### src/fdd_pkg.sv
package fdd_pkg;

	localparam int SAMPLE_BITS = 16;
	localparam int RESULT_BITS = 32;
	localparam int INV_W = 24;
	localparam int FRAC_BITS = 16;

	localparam int TDATA_IN_W = ((SAMPLE_BITS + 7) / 8) * 8;
	localparam int TDATA_OUT_W = ((RESULT_BITS + 7) / 8) * 8;

	localparam int CFG_IDX_W = 1;
	localparam int CFG_DATA_W = INV_W;
	localparam logic [CFG_IDX_W-1:0] CFG_MODE = 1'd0;
	localparam logic [CFG_IDX_W-1:0] CFG_INV_STEP = 1'd1;
	localparam logic [INV_W-1:0] INV_STEP_RESET = 24'd655360;

	localparam int KIND_W = 2;
	localparam logic [KIND_W-1:0] KIND_FWD = 2'd0;
	localparam logic [KIND_W-1:0] KIND_CEN = 2'd1;
	localparam logic [KIND_W-1:0] KIND_BWD = 2'd2;
	localparam logic [KIND_W-1:0] KIND_SHORT = 2'd3;

	// weighted sums need at most 7 extra magnitude bits (coefficient weight 128)
	localparam int SUM_W = SAMPLE_BITS + 8;
	localparam int MAG_W = SAMPLE_BITS + 7;
	localparam int PROD_W = MAG_W + INV_W;
	localparam int SH2 = FRAC_BITS + 1;
	localparam int SH12 = FRAC_BITS + 2;
	localparam int RND2 = 1 << FRAC_BITS;
	localparam int RND12 = 3 << (FRAC_BITS + 1);
	localparam int QW = PROD_W + 1 - SH2;
	localparam int TW = PROD_W + 1 - SH12;
	localparam int RECIP_W = TW + 1;
	localparam logic [RECIP_W-1:0] DIV3_RECIP =
		RECIP_W'(((64'd1 << (TW + 2)) + 64'd2) / 64'd3);
	localparam int CW = ((QW > RESULT_BITS) ? QW : RESULT_BITS) + 1;
	localparam logic [CW-1:0] SAT_POS = CW'((64'd1 << (RESULT_BITS - 1)) - 64'd1);
	localparam logic [CW-1:0] SAT_NEG = CW'(64'd1 << (RESULT_BITS - 1));

	localparam int WIN_DEPTH = 6;
	localparam int CNT_W = 3;
	localparam logic [CNT_W-1:0] CNT_MAX = 3'd7;
	localparam logic [CNT_W-1:0] CNT_MIN3 = 3'd3;
	localparam logic [CNT_W-1:0] CNT_MIN5 = 3'd6;

	localparam int NUM_JOBS = 10;
	localparam int JOB_W = 4;
	localparam logic [JOB_W-1:0] J3_FWD = 4'd0;
	localparam logic [JOB_W-1:0] J3_CEN = 4'd1;
	localparam logic [JOB_W-1:0] J3_BWD = 4'd2;
	localparam logic [JOB_W-1:0] J5_FWD_A = 4'd3;
	localparam logic [JOB_W-1:0] J5_FWD_B = 4'd4;
	localparam logic [JOB_W-1:0] J5_CEN_A = 4'd5;
	localparam logic [JOB_W-1:0] J5_CEN_B = 4'd6;
	localparam logic [JOB_W-1:0] J5_BWD_A = 4'd7;
	localparam logic [JOB_W-1:0] J5_BWD_B = 4'd8;
	localparam logic [JOB_W-1:0] J_SHORT = 4'd9;

	localparam int FIFO_DEPTH = 4;
	localparam int FIFO_PTR_W = $clog2(FIFO_DEPTH);

	typedef logic signed [SAMPLE_BITS-1:0] sample_t;
	typedef logic signed [SUM_W-1:0] sum_t;

	typedef struct packed {
		sum_t sum;
		logic five;
		logic [KIND_W-1:0] kind;
		logic last;
	} job_t;

endpackage

### src/fdd_front.sv
module fdd_front (
	input  logic clk,
	input  logic arst_n,
	input  logic s_valid,
	output logic s_ready,
	input  fdd_pkg::sample_t sample,
	input  logic last_sample,
	input  logic five_point_mode,
	output logic push,
	output fdd_pkg::job_t job,
	input  logic full
);
	import fdd_pkg::*;

	function automatic sum_t fwd3(sample_t a, sample_t b, sample_t c);
		return sum_t'(-3 * sum_t'(a) + 4 * sum_t'(b) - sum_t'(c));
	endfunction

	function automatic sum_t cen3(sample_t a, sample_t c);
		return sum_t'(sum_t'(c) - sum_t'(a));
	endfunction

	function automatic sum_t bwd3(sample_t a, sample_t b, sample_t c);
		return sum_t'(sum_t'(a) - 4 * sum_t'(b) + 3 * sum_t'(c));
	endfunction

	function automatic sum_t fwd5(sample_t a, sample_t b, sample_t c, sample_t d, sample_t e);
		return sum_t'(-25 * sum_t'(a) + 48 * sum_t'(b) - 36 * sum_t'(c)
			+ 16 * sum_t'(d) - 3 * sum_t'(e));
	endfunction

	function automatic sum_t cen5(sample_t a, sample_t b, sample_t d, sample_t e);
		return sum_t'(sum_t'(a) - 8 * sum_t'(b) + 8 * sum_t'(d) - sum_t'(e));
	endfunction

	function automatic sum_t bwd5(sample_t a, sample_t b, sample_t c, sample_t d, sample_t e);
		return sum_t'(3 * sum_t'(a) - 16 * sum_t'(b) + 36 * sum_t'(c)
			- 48 * sum_t'(d) + 25 * sum_t'(e));
	endfunction

	sample_t w_q [WIN_DEPTH];
	logic [CNT_W-1:0] cnt_q;
	logic [NUM_JOBS-1:0] pend_q;

	logic accept;
	logic [CNT_W-1:0] cnt_nxt;
	logic [NUM_JOBS-1:0] pend_new;
	logic [JOB_W-1:0] sel;
	logic [NUM_JOBS-1:0] sel_mask;

	assign s_ready = (pend_q == '0);
	assign accept = s_valid && s_ready;
	assign cnt_nxt = (cnt_q == CNT_MAX) ? cnt_q : cnt_q + 1'b1;
	assign push = (pend_q != '0) && !full;

	always_comb begin
		pend_new = '0;
		if (!five_point_mode) begin
			if (cnt_nxt == CNT_MIN3)
				pend_new[J3_FWD] = 1'b1;
			if (cnt_nxt >= CNT_MIN3)
				pend_new[J3_CEN] = 1'b1;
			if (last_sample) begin
				if (cnt_nxt >= CNT_MIN3)
					pend_new[J3_BWD] = 1'b1;
				else
					pend_new[J_SHORT] = 1'b1;
			end
		end else begin
			if (cnt_nxt == CNT_MIN5) begin
				pend_new[J5_FWD_A] = 1'b1;
				pend_new[J5_FWD_B] = 1'b1;
				pend_new[J5_CEN_A] = 1'b1;
			end
			if (cnt_nxt >= CNT_MIN5)
				pend_new[J5_CEN_B] = 1'b1;
			if (last_sample) begin
				if (cnt_nxt >= CNT_MIN5) begin
					pend_new[J5_BWD_A] = 1'b1;
					pend_new[J5_BWD_B] = 1'b1;
				end else begin
					pend_new[J_SHORT] = 1'b1;
				end
			end
		end
	end

	// lowest pending job goes first: bit order is emission order
	always_comb begin
		sel = J_SHORT;
		for (int i = NUM_JOBS - 1; i >= 0; i--) begin
			if (pend_q[i])
				sel = JOB_W'(i);
		end
		sel_mask = NUM_JOBS'(1) << sel;
	end

	always_comb begin
		job.five = 1'b1;
		job.last = 1'b0;
		case (sel)
			J3_FWD: begin
				job.sum = fwd3(w_q[2], w_q[1], w_q[0]);
				job.kind = KIND_FWD;
				job.five = 1'b0;
			end
			J3_CEN: begin
				job.sum = cen3(w_q[2], w_q[0]);
				job.kind = KIND_CEN;
				job.five = 1'b0;
			end
			J3_BWD: begin
				job.sum = bwd3(w_q[2], w_q[1], w_q[0]);
				job.kind = KIND_BWD;
				job.five = 1'b0;
				job.last = 1'b1;
			end
			J5_FWD_A: begin
				job.sum = fwd5(w_q[5], w_q[4], w_q[3], w_q[2], w_q[1]);
				job.kind = KIND_FWD;
			end
			J5_FWD_B: begin
				job.sum = fwd5(w_q[4], w_q[3], w_q[2], w_q[1], w_q[0]);
				job.kind = KIND_FWD;
			end
			J5_CEN_A: begin
				job.sum = cen5(w_q[5], w_q[4], w_q[2], w_q[1]);
				job.kind = KIND_CEN;
			end
			J5_CEN_B: begin
				job.sum = cen5(w_q[4], w_q[3], w_q[1], w_q[0]);
				job.kind = KIND_CEN;
			end
			J5_BWD_A: begin
				job.sum = bwd5(w_q[5], w_q[4], w_q[3], w_q[2], w_q[1]);
				job.kind = KIND_BWD;
			end
			J5_BWD_B: begin
				job.sum = bwd5(w_q[4], w_q[3], w_q[2], w_q[1], w_q[0]);
				job.kind = KIND_BWD;
				job.last = 1'b1;
			end
			J_SHORT: begin
				job.sum = '0;
				job.kind = KIND_SHORT;
				job.last = 1'b1;
			end
			default: begin
				job.sum = '0;
				job.kind = KIND_SHORT;
				job.last = 1'b1;
			end
		endcase
	end

	// window taps older than the sequence count are never used, so no clear
	always_ff @(posedge clk) begin
		if (accept) begin
			w_q[0] <= sample;
			for (int i = 1; i < WIN_DEPTH; i++)
				w_q[i] <= w_q[i-1];
		end
	end

	always_ff @(posedge clk or negedge arst_n) begin
		if (!arst_n) begin
			cnt_q <= '0;
			pend_q <= '0;
		end else if (accept) begin
			cnt_q <= last_sample ? '0 : cnt_nxt;
			pend_q <= pend_new;
		end else if (push) begin
			pend_q <= pend_q & ~sel_mask;
		end
	end

endmodule

### src/fdd_fifo.sv
module fdd_fifo (
	input  logic clk,
	input  logic arst_n,
	input  logic push,
	input  fdd_pkg::job_t wr_job,
	output logic full,
	input  logic pop,
	output fdd_pkg::job_t rd_job,
	output logic empty
);
	import fdd_pkg::*;

	job_t mem_q [FIFO_DEPTH];
	logic [FIFO_PTR_W-1:0] wr_ptr_q;
	logic [FIFO_PTR_W-1:0] rd_ptr_q;
	logic [FIFO_PTR_W:0] count_q;

	logic do_wr;
	logic do_rd;

	assign full = (count_q == (FIFO_PTR_W + 1)'(FIFO_DEPTH));
	assign empty = (count_q == '0);
	assign do_wr = push && !full;
	assign do_rd = pop && !empty;
	assign rd_job = mem_q[rd_ptr_q];

	always_ff @(posedge clk) begin
		if (do_wr)
			mem_q[wr_ptr_q] <= wr_job;
	end

	always_ff @(posedge clk or negedge arst_n) begin
		if (!arst_n) begin
			wr_ptr_q <= '0;
			rd_ptr_q <= '0;
			count_q <= '0;
		end else begin
			if (do_wr)
				wr_ptr_q <= wr_ptr_q + 1'b1;
			if (do_rd)
				rd_ptr_q <= rd_ptr_q + 1'b1;
			case ({do_wr, do_rd})
				2'b10: count_q <= count_q + 1'b1;
				2'b01: count_q <= count_q - 1'b1;
				default: count_q <= count_q;
			endcase
		end
	end

endmodule

### src/fdd_back.sv
module fdd_back (
	input  logic clk,
	input  logic arst_n,
	input  logic [fdd_pkg::INV_W-1:0] inv_step,
	input  fdd_pkg::job_t head,
	input  logic empty,
	output logic pop,
	output logic m_valid,
	input  logic m_ready,
	output logic [fdd_pkg::RESULT_BITS-1:0] derivative,
	output logic [fdd_pkg::KIND_W-1:0] kind,
	output logic last_result
);
	import fdd_pkg::*;

	logic en;

	logic vld_s1, neg_s1, five_s1, last_s1;
	logic [KIND_W-1:0] kind_s1;
	logic [MAG_W-1:0] mag_s1;

	logic vld_s2, neg_s2, five_s2, last_s2;
	logic [KIND_W-1:0] kind_s2;
	logic [PROD_W-1:0] prod_s2;

	logic vld_s3, neg_s3, five_s3, last_s3;
	logic [KIND_W-1:0] kind_s3;
	logic [QW-1:0] q_s3;

	logic vld_s4, neg_s4, five_s4, last_s4;
	logic [KIND_W-1:0] kind_s4;
	logic [QW-1:0] q_s4;
	logic [TW+RECIP_W-1:0] p3_s4;

	logic out_vld_q, last_q;
	logic [KIND_W-1:0] kind_q;
	logic [RESULT_BITS-1:0] deriv_q;

	sum_t head_neg;
	logic [MAG_W-1:0] head_mag;
	logic [PROD_W:0] r2, r12;
	logic [QW-1:0] q3_nxt;
	logic [QW-1:0] q_fin;
	logic [CW-1:0] qe, qs;

	assign en = !out_vld_q || m_ready;
	assign pop = en && !empty;

	assign head_neg = -head.sum;
	assign head_mag = MAG_W'(head.sum[SUM_W-1] ? head_neg : head.sum);

	// round half up on magnitude; five-point divides by 3 * 2^18 in two steps
	assign r2 = {1'b0, prod_s2} + (PROD_W + 1)'(RND2);
	assign r12 = {1'b0, prod_s2} + (PROD_W + 1)'(RND12);
	assign q3_nxt = five_s2 ? QW'(r12 >> SH12) : QW'(r2 >> SH2);

	assign q_fin = five_s4 ? QW'(p3_s4 >> (TW + 2)) : q_s4;
	assign qe = CW'(q_fin);

	always_comb begin
		if (neg_s4)
			qs = (qe > SAT_NEG) ? SAT_NEG : qe;
		else
			qs = (qe > SAT_POS) ? SAT_POS : qe;
	end

	always_ff @(posedge clk or negedge arst_n) begin
		if (!arst_n) begin
			vld_s1 <= 1'b0;
			vld_s2 <= 1'b0;
			vld_s3 <= 1'b0;
			vld_s4 <= 1'b0;
			out_vld_q <= 1'b0;
		end else if (en) begin
			vld_s1 <= !empty;
			vld_s2 <= vld_s1;
			vld_s3 <= vld_s2;
			vld_s4 <= vld_s3;
			out_vld_q <= vld_s4;
		end
	end

	always_ff @(posedge clk) begin
		if (en) begin
			mag_s1 <= head_mag;
			neg_s1 <= head.sum[SUM_W-1];
			five_s1 <= head.five;
			kind_s1 <= head.kind;
			last_s1 <= head.last;

			prod_s2 <= PROD_W'(mag_s1) * PROD_W'(inv_step);
			neg_s2 <= neg_s1;
			five_s2 <= five_s1;
			kind_s2 <= kind_s1;
			last_s2 <= last_s1;

			q_s3 <= q3_nxt;
			neg_s3 <= neg_s2;
			five_s3 <= five_s2;
			kind_s3 <= kind_s2;
			last_s3 <= last_s2;

			q_s4 <= q_s3;
			p3_s4 <= (TW + RECIP_W)'(q_s3[TW-1:0]) * (TW + RECIP_W)'(DIV3_RECIP);
			neg_s4 <= neg_s3;
			five_s4 <= five_s3;
			kind_s4 <= kind_s3;
			last_s4 <= last_s3;

			deriv_q <= RESULT_BITS'(neg_s4 ? -qs : qs);
			kind_q <= kind_s4;
			last_q <= last_s4;
		end
	end

	assign m_valid = out_vld_q;
	assign derivative = deriv_q;
	assign kind = kind_q;
	assign last_result = last_q;

endmodule

### src/finite_difference_derivative.sv
// Finite-difference derivative of a sample stream, with 3-point or 5-point
// formulas (forward at the start, centered inside, backward at the end).
// A sample is taken only when none of its predecessor's results are pending;
// it triggers 0 to 6 results, issued one weighted sum per cycle into a
// 4-entry queue while that is not full. A result taken from the queue passes
// the magnitude, product, quotient, divide-by-3 and output registers (two
// registered multiplies, rounding and saturation). Results are saturated
// round(sum * inv_step / (2 or 12) / 2^16), half away from zero.
// Write five_point_mode and inv_step only while the block is idle.
module finite_difference_derivative (
	input  logic clk,
	input  logic arst_n,
	input  logic s_tvalid,
	output logic s_tready,
	input  logic [fdd_pkg::TDATA_IN_W-1:0] s_tdata,   // [15:0] sample
	input  logic s_tlast,                             // last_sample
	output logic m_tvalid,
	input  logic m_tready,
	output logic [fdd_pkg::TDATA_OUT_W-1:0] m_tdata,  // [31:0] derivative
	output logic [fdd_pkg::KIND_W-1:0] m_tuser,       // [1:0] kind
	output logic m_tlast,                             // last_result
	input  logic cfg_we,
	input  logic [fdd_pkg::CFG_IDX_W-1:0] cfg_index,
	input  logic [fdd_pkg::CFG_DATA_W-1:0] cfg_data
);
	import fdd_pkg::*;

	logic mode_q;
	logic [INV_W-1:0] inv_step_q;

	logic push, full, pop, empty;
	job_t wr_job, rd_job;
	logic [RESULT_BITS-1:0] derivative;

	always_ff @(posedge clk or negedge arst_n) begin
		if (!arst_n) begin
			mode_q <= 1'b0;
			inv_step_q <= INV_STEP_RESET;
		end else if (cfg_we) begin
			case (cfg_index)
				CFG_MODE: mode_q <= cfg_data[0];
				CFG_INV_STEP: inv_step_q <= cfg_data[INV_W-1:0];
				default: mode_q <= mode_q;
			endcase
		end
	end

	fdd_front u_front (
		.clk             (clk),
		.arst_n          (arst_n),
		.s_valid         (s_tvalid),
		.s_ready         (s_tready),
		.sample          (sample_t'(s_tdata[SAMPLE_BITS-1:0])),
		.last_sample     (s_tlast),
		.five_point_mode (mode_q),
		.push            (push),
		.job             (wr_job),
		.full            (full)
	);

	fdd_fifo u_fifo (
		.clk    (clk),
		.arst_n (arst_n),
		.push   (push),
		.wr_job (wr_job),
		.full   (full),
		.pop    (pop),
		.rd_job (rd_job),
		.empty  (empty)
	);

	fdd_back u_back (
		.clk         (clk),
		.arst_n      (arst_n),
		.inv_step    (inv_step_q),
		.head        (rd_job),
		.empty       (empty),
		.pop         (pop),
		.m_valid     (m_tvalid),
		.m_ready     (m_tready),
		.derivative  (derivative),
		.kind        (m_tuser),
		.last_result (m_tlast)
	);

	assign m_tdata = TDATA_OUT_W'(derivative);

endmodule

### config.mk
export PLATFORM = sky130hd
export DESIGN_NAME = finite_difference_derivative
export DESIGN_NICKNAME = d
export VERILOG_FILES = /design/src/fdd_pkg.sv /design/src/fdd_front.sv /design/src/fdd_fifo.sv /design/src/fdd_back.sv /design/src/finite_difference_derivative.sv
export SDC_FILE = /design/constraint.sdc
export NUM_CORES = 2
export LEC_CHECK = 0
export ABC_AREA = 1
export BUFFER_PORTS_ARGS = -buffer_cell sky130_fd_sc_hd__clkbuf_2
export CAP_MARGIN = 15
export CORE_MARGIN = 2
export CORE_UTILIZATION = 33
export CTS_CLUSTER_SIZE = 40
export DETAILED_ROUTE_END_ITERATION = 10
export GPL_TIMING_DRIVEN = 0
export HOLD_SLACK_MARGIN = 0.1
export SYNTH_ARGS = -nofsm -noshare
export SYNTH_HDL_FRONTEND = slang
export SYNTH_SLANG_ARGS = --single-unit
### constraint.sdc
create_clock -name clk -period 9.1 [get_ports clk]
set_clock_uncertainty 0.2 [all_clocks]
set_input_delay 0.91 -clock clk [delete_from_list [all_inputs] [get_ports clk]]
set_output_delay 0.91 -clock clk [all_outputs]
set_load 0.1 [all_outputs]
==> results by stage <==
STA:
- In this run the tightest slew margin relative to its limit is between 20% and 30%.
- After layout, the minimum clock period comes to 8.64 ns.
- Setup repair after global routing left no endpoint under its margin.
- For the pin with the worst max-slew slack, the measured transition is between 1 and 1.5 ns.
- Timing would allow up to around 0.12 GHz.
- The setup-violating endpoint count in the final report is 0.
- For the final routed database, the setup TNS stands at 0 ns.
- The max-slew violation total from the final report is 0.
- The final count of hold timing violations is 0.
- The post-route fraction of the period consumed by the critical path is 94.9%.

Final layout:
- The area growth from synthesis to layout is 8.05%.
- The number of inserted filler cells in the final layout is 27800.
- Leaving out fill and tap cells, the most frequent cells in the layout are sky130_fd_sc_hd__inv_1 (2636), sky130_fd_sc_hd__nand2_1 (1818), sky130_fd_sc_hd__ha_1 (1265).
- The net count reported at finish is 13200.
- The library cell used most frequently in the layout, excluding fill and tap cells, is sky130_fd_sc_hd__inv_1.
- Excluding fillers, the count of instances in the completed layout stands at roughly 14000.
- Cells with a size suffix above 1 make up under 10% of the layout.

Critical path:
- In this design, the stage delay of the slowest critical-path cell is 0.63 ns.
- The setup slack on the worst flop-to-flop path is between 0.4 and 0.5 ns.
- The data arrival time of the critical path is 8.77 ns.
- The worst reg-to-reg path cell count is 30.
- The worst-path cell with the longest stage delay is sky130_fd_sc_hd__edfxtp_1.
- The most prevalent standard cell on the critical path is sky130_fd_sc_hd__fa_1.
- The worst endpoint required time is ~9 ns.
- Of all nets on the critical path, the largest fanout is 6.
- The type of element capturing the critical path is a register.
- The startpoint class of the critical path is a register.
- In this run the critical register-to-register path is captured at u_fifo.mem_q[0][24].
- The worst register-to-register path begins at u_front.w_q[4][6].
- The critical path is of the reg2reg type.

Yosys:
- Yosys printed 0 warnings.
- The synthesized netlist devotes under 10% of its cell area to XOR and XNOR gates.
- After synthesis, the largest family of logic cells by area is adder cells.
- The number of nets in the synthesized netlist is around 13000.
- The netlist area before placement is just under 90000 sq um.
- A synthesized cell averages ~8.3 sq um.
- The flip-flop cell with the highest count after synthesis is sky130_fd_sc_hd__edfxtp_1.
- The adder-cell share of the synthesized area is between 40% and 50%.
- In the synthesized netlist, mux cells make up less than 1% of the area.
- The count of cell types in the netlist is about 70.
- The share of async-settable or async-resettable flops after synthesis is 10.9%.
- The proportion of synthesized chip area in sequential cells is between 10% and 20%.
- The post-synthesis compound-gate area fraction is under 10%.
- The synthesized design contains about 400 enable-type register cells.
- The synthesized flop and latch total is about 460.
- Summed over all instances, the cell type with the most area after synthesis is sky130_fd_sc_hd__fa_1.
- The post-synthesis share of cell area spent on and, or, nand and nor gates is a little over an eighth.
- Ranked by total cell area, the synthesized netlist is headed by sky130_fd_sc_hd__fa_1 (27%), sky130_fd_sc_hd__ha_1 (18%), sky130_fd_sc_hd__edfxtp_1 (14%).
- The cell count after synthesis came out at approximately 11000.
- The area share of the largest cell type after synthesis is around a quarter.

Clock tree:
- The clock passes through at most 3 buffers.
- The H-tree depth reported by CTS is 2.
- At the later pin of the worst-skew pair, clock insertion delay measures 0.73 ns.
- The CTS tree is built.
- The clock edge transition at the registers on the reported setup and hold paths is roughly 0.070 ns.
- CTS placed an instance of sky130_fd_sc_hd__clkbuf_16 at the clock tree root.
- The number of buffers inserted during clock tree synthesis is 54.
- CTS saw approximately 460 sinks.

GRT:
- The wire length of the first global-routing pass is 443000 um.
- Entering global routing, the biggest net connects between 100 and 150 pins.
- The number of global-route vias before repair came to 69700.
- Global routing consumed, over all layers together, 21.8% of the routing resources.
- The number of antenna violations at the first check in global routing is 7.
- The total congestion overflow after global routing is 0.

Hold path:
- The instance count along the most critical hold path is 1.
- The path type of the worst min-delay path is in2reg.
- The worst hold path terminates at u_front.w_q[0][4].
- The worst hold path begins at s_tdata[4].

Die:
- After floorplanning, the core was divided into between 150 and 200 placement rows.
- 84 I/O pins were placed.
- The die width is approximately 520 um.
- The die is around 520 um tall.
- The overall die area is around 270000 sq um.
- After floorplanning, the core was sized to cover approximately 270000 sq um.
- The initial standard-cell utilization of the core is 33.2%.

Flow run:
- Across the run, the number of max-cap violations was 0.

Route:
- Summed over all layers, the routed wires come to about 300000 um.
- The vias per cell is 4.96.
- The routed layout has between 70000 and 80000 vias.
- The count of routing violations after the opening detailed-route iteration is 6683.
- The detail route stage leaves a number of antenna-violating nets equal to 0.
- The first TritonRoute pass finished after 7 iterations.
- The number of DRC violations after detailed routing is 0.
- The per-cell routed wire length is ~21 um.

Status:
- The flow ran to the end, and the final reports show no timing, DRC or antenna violations.

Placement:
- The HPWL after detailed placement is 255000 um.
- The quantity of I/O buffers inserted on ports is between 80 and 90.
- The weighted congestion reported at the end of routability-driven placement is approximately 1.
- In this run, placement finished with an instance count of 14200.
==> registers in the layout (all words and copies together), names as in the netlist, 10 cells and up <==
| signal | flops |
|---|---|
| u_fifo.mem_q | 112 |
| u_front.w_q | 96 |
| u_back.derivative | 32 |
| u_back.prod_s2 | 31 |
| u_back.q_s3 | 31 |
| u_back.q_s4 | 31 |
| u_back.p3_s4 | 29 |
| inv_step_q | 24 |
| u_back.mag_s1 | 23 |
| u_front.pend_q | 10 |
==> Yosys cell counts, drive strengths merged (28+ instances only) <==
| master | n |
|---|---|
| edfxtp | 408 |
| a21o | 47 |
| nor2 | 540 |
| fa | 1168 |
| o21a | 35 |
| a21oi | 656 |
| nor3 | 92 |
| o21ai | 449 |
| ha | 1265 |
| a31oi | 74 |
| inv | 2647 |
| xor2 | 319 |
| nand3 | 261 |
| xnor2 | 166 |
| dfrtp | 48 |
| o22ai | 32 |
| nand2 | 1825 |
| buf | 28 |
| o21bai | 47 |
| nand4 | 74 |
| clkbuf | 120 |
| o211ai | 28 |
==> how the worst max path moves through the flow <==
stage	start	endpoint	slack [ns]	cells after the start
3_5_place_dp	u_front.w_q[4][5]	u_fifo.mem_q[2][25]	-0.73	29
6_report	u_front.w_q[4][6]	u_fifo.mem_q[0][24]	0.46	30
2_1_floorplan	u_front.w_q[4][5]	u_fifo.mem_q[0][27]	2.09	28
5_1_grt	u_front.w_q[5][5]	u_fifo.mem_q[3][26]	0.05	34
4_1_cts	u_front.w_q[4][4]	u_fifo.mem_q[3][25]	0.03	29
3_3_place_gp	u_front.w_q[4][5]	u_fifo.mem_q[2][25]	-0.81	29
==> worst max-delay path: cells and delay by family (launching register included) <==
family / cells / cell delay, ns
compound gates: 8 / 1.99
xor+xnor: 2 / 0.55
fa+ha+maj: 8 / 3.44
buf+inv: 5 / 0.52
flops: 1 / 0.63
simple gates: 7 / 0.93
==> routing by layer <==
metal	track usage (%)	vias to the layer above	wire (um)
met5	0	-	11
met3	2.76	530	21100
li1	-	33600	-
met1	29.3	34200	127000
met4	10.0	2	16300
met2	34.9	2614	133000
==> cell type report <==
| type | instances | area, sq um | area share (%) |
|---|---|---|---|
| tap | 3533 | 4420 | 4.65 |
| clock buffer | 72 | 1470 | 1.55 |
| multi-input combinational | 7308 | 63900 | 67.3 |
| antenna | 2 | 5.00 | 0.00527 |
| sequential | 458 | 13500 | 14.2 |
| clock inverter | 30 | 339 | 0.357 |
| timing repair buffer | 118 | 764 | 0.804 |
| buffer | 148 | 609 | 0.641 |
| inverter | 2651 | 9990 | 10.5 |
==> per-stage QoR <==
stage | hold slack, ns | utilization (%) | instance area [sq um] | worst slack (ns)
final | 0.181 | 35.9 | 95000 | 0.464
after global routing | 0.165 | 35.9 | 95000 | 0.0454
after CTS | 0.147 | 35.8 | 94800 | 0.0300
after detailed placement | 0.205 | 35.1 | 93000 | -0.730
after global placement | 0.203 | 35.0 | 92800 | -0.811
after floorplan | 0.200 | - | 88000 | 2.09
==> timing repair <==
item,in CTS,in global routing
setup endpoints to repair,24,16
pin swaps,0,0
hold buffers,1,0
buffers inserted,5,24
gates cloned,0,0
resized for setup,6,5
hold endpoints to repair,4,0
==> cell families (layout without fill, tap and decap cells) <==
logic type                 Yosys count  after routing
buffers and inverters             2799           3019
xor gates and xnor gates           485            485
other                                0              2
and+or+nand+nor                   2860           2860
AOI/OAI and AO/OA                 1500           1500
DFF                                458            458
adders and majority gates         2433           2433
muxes                               30             30
Power is left out: the tool's default activity adds up to more than one toggle a clock period on the data nets, which glitch-free logic cannot reach.
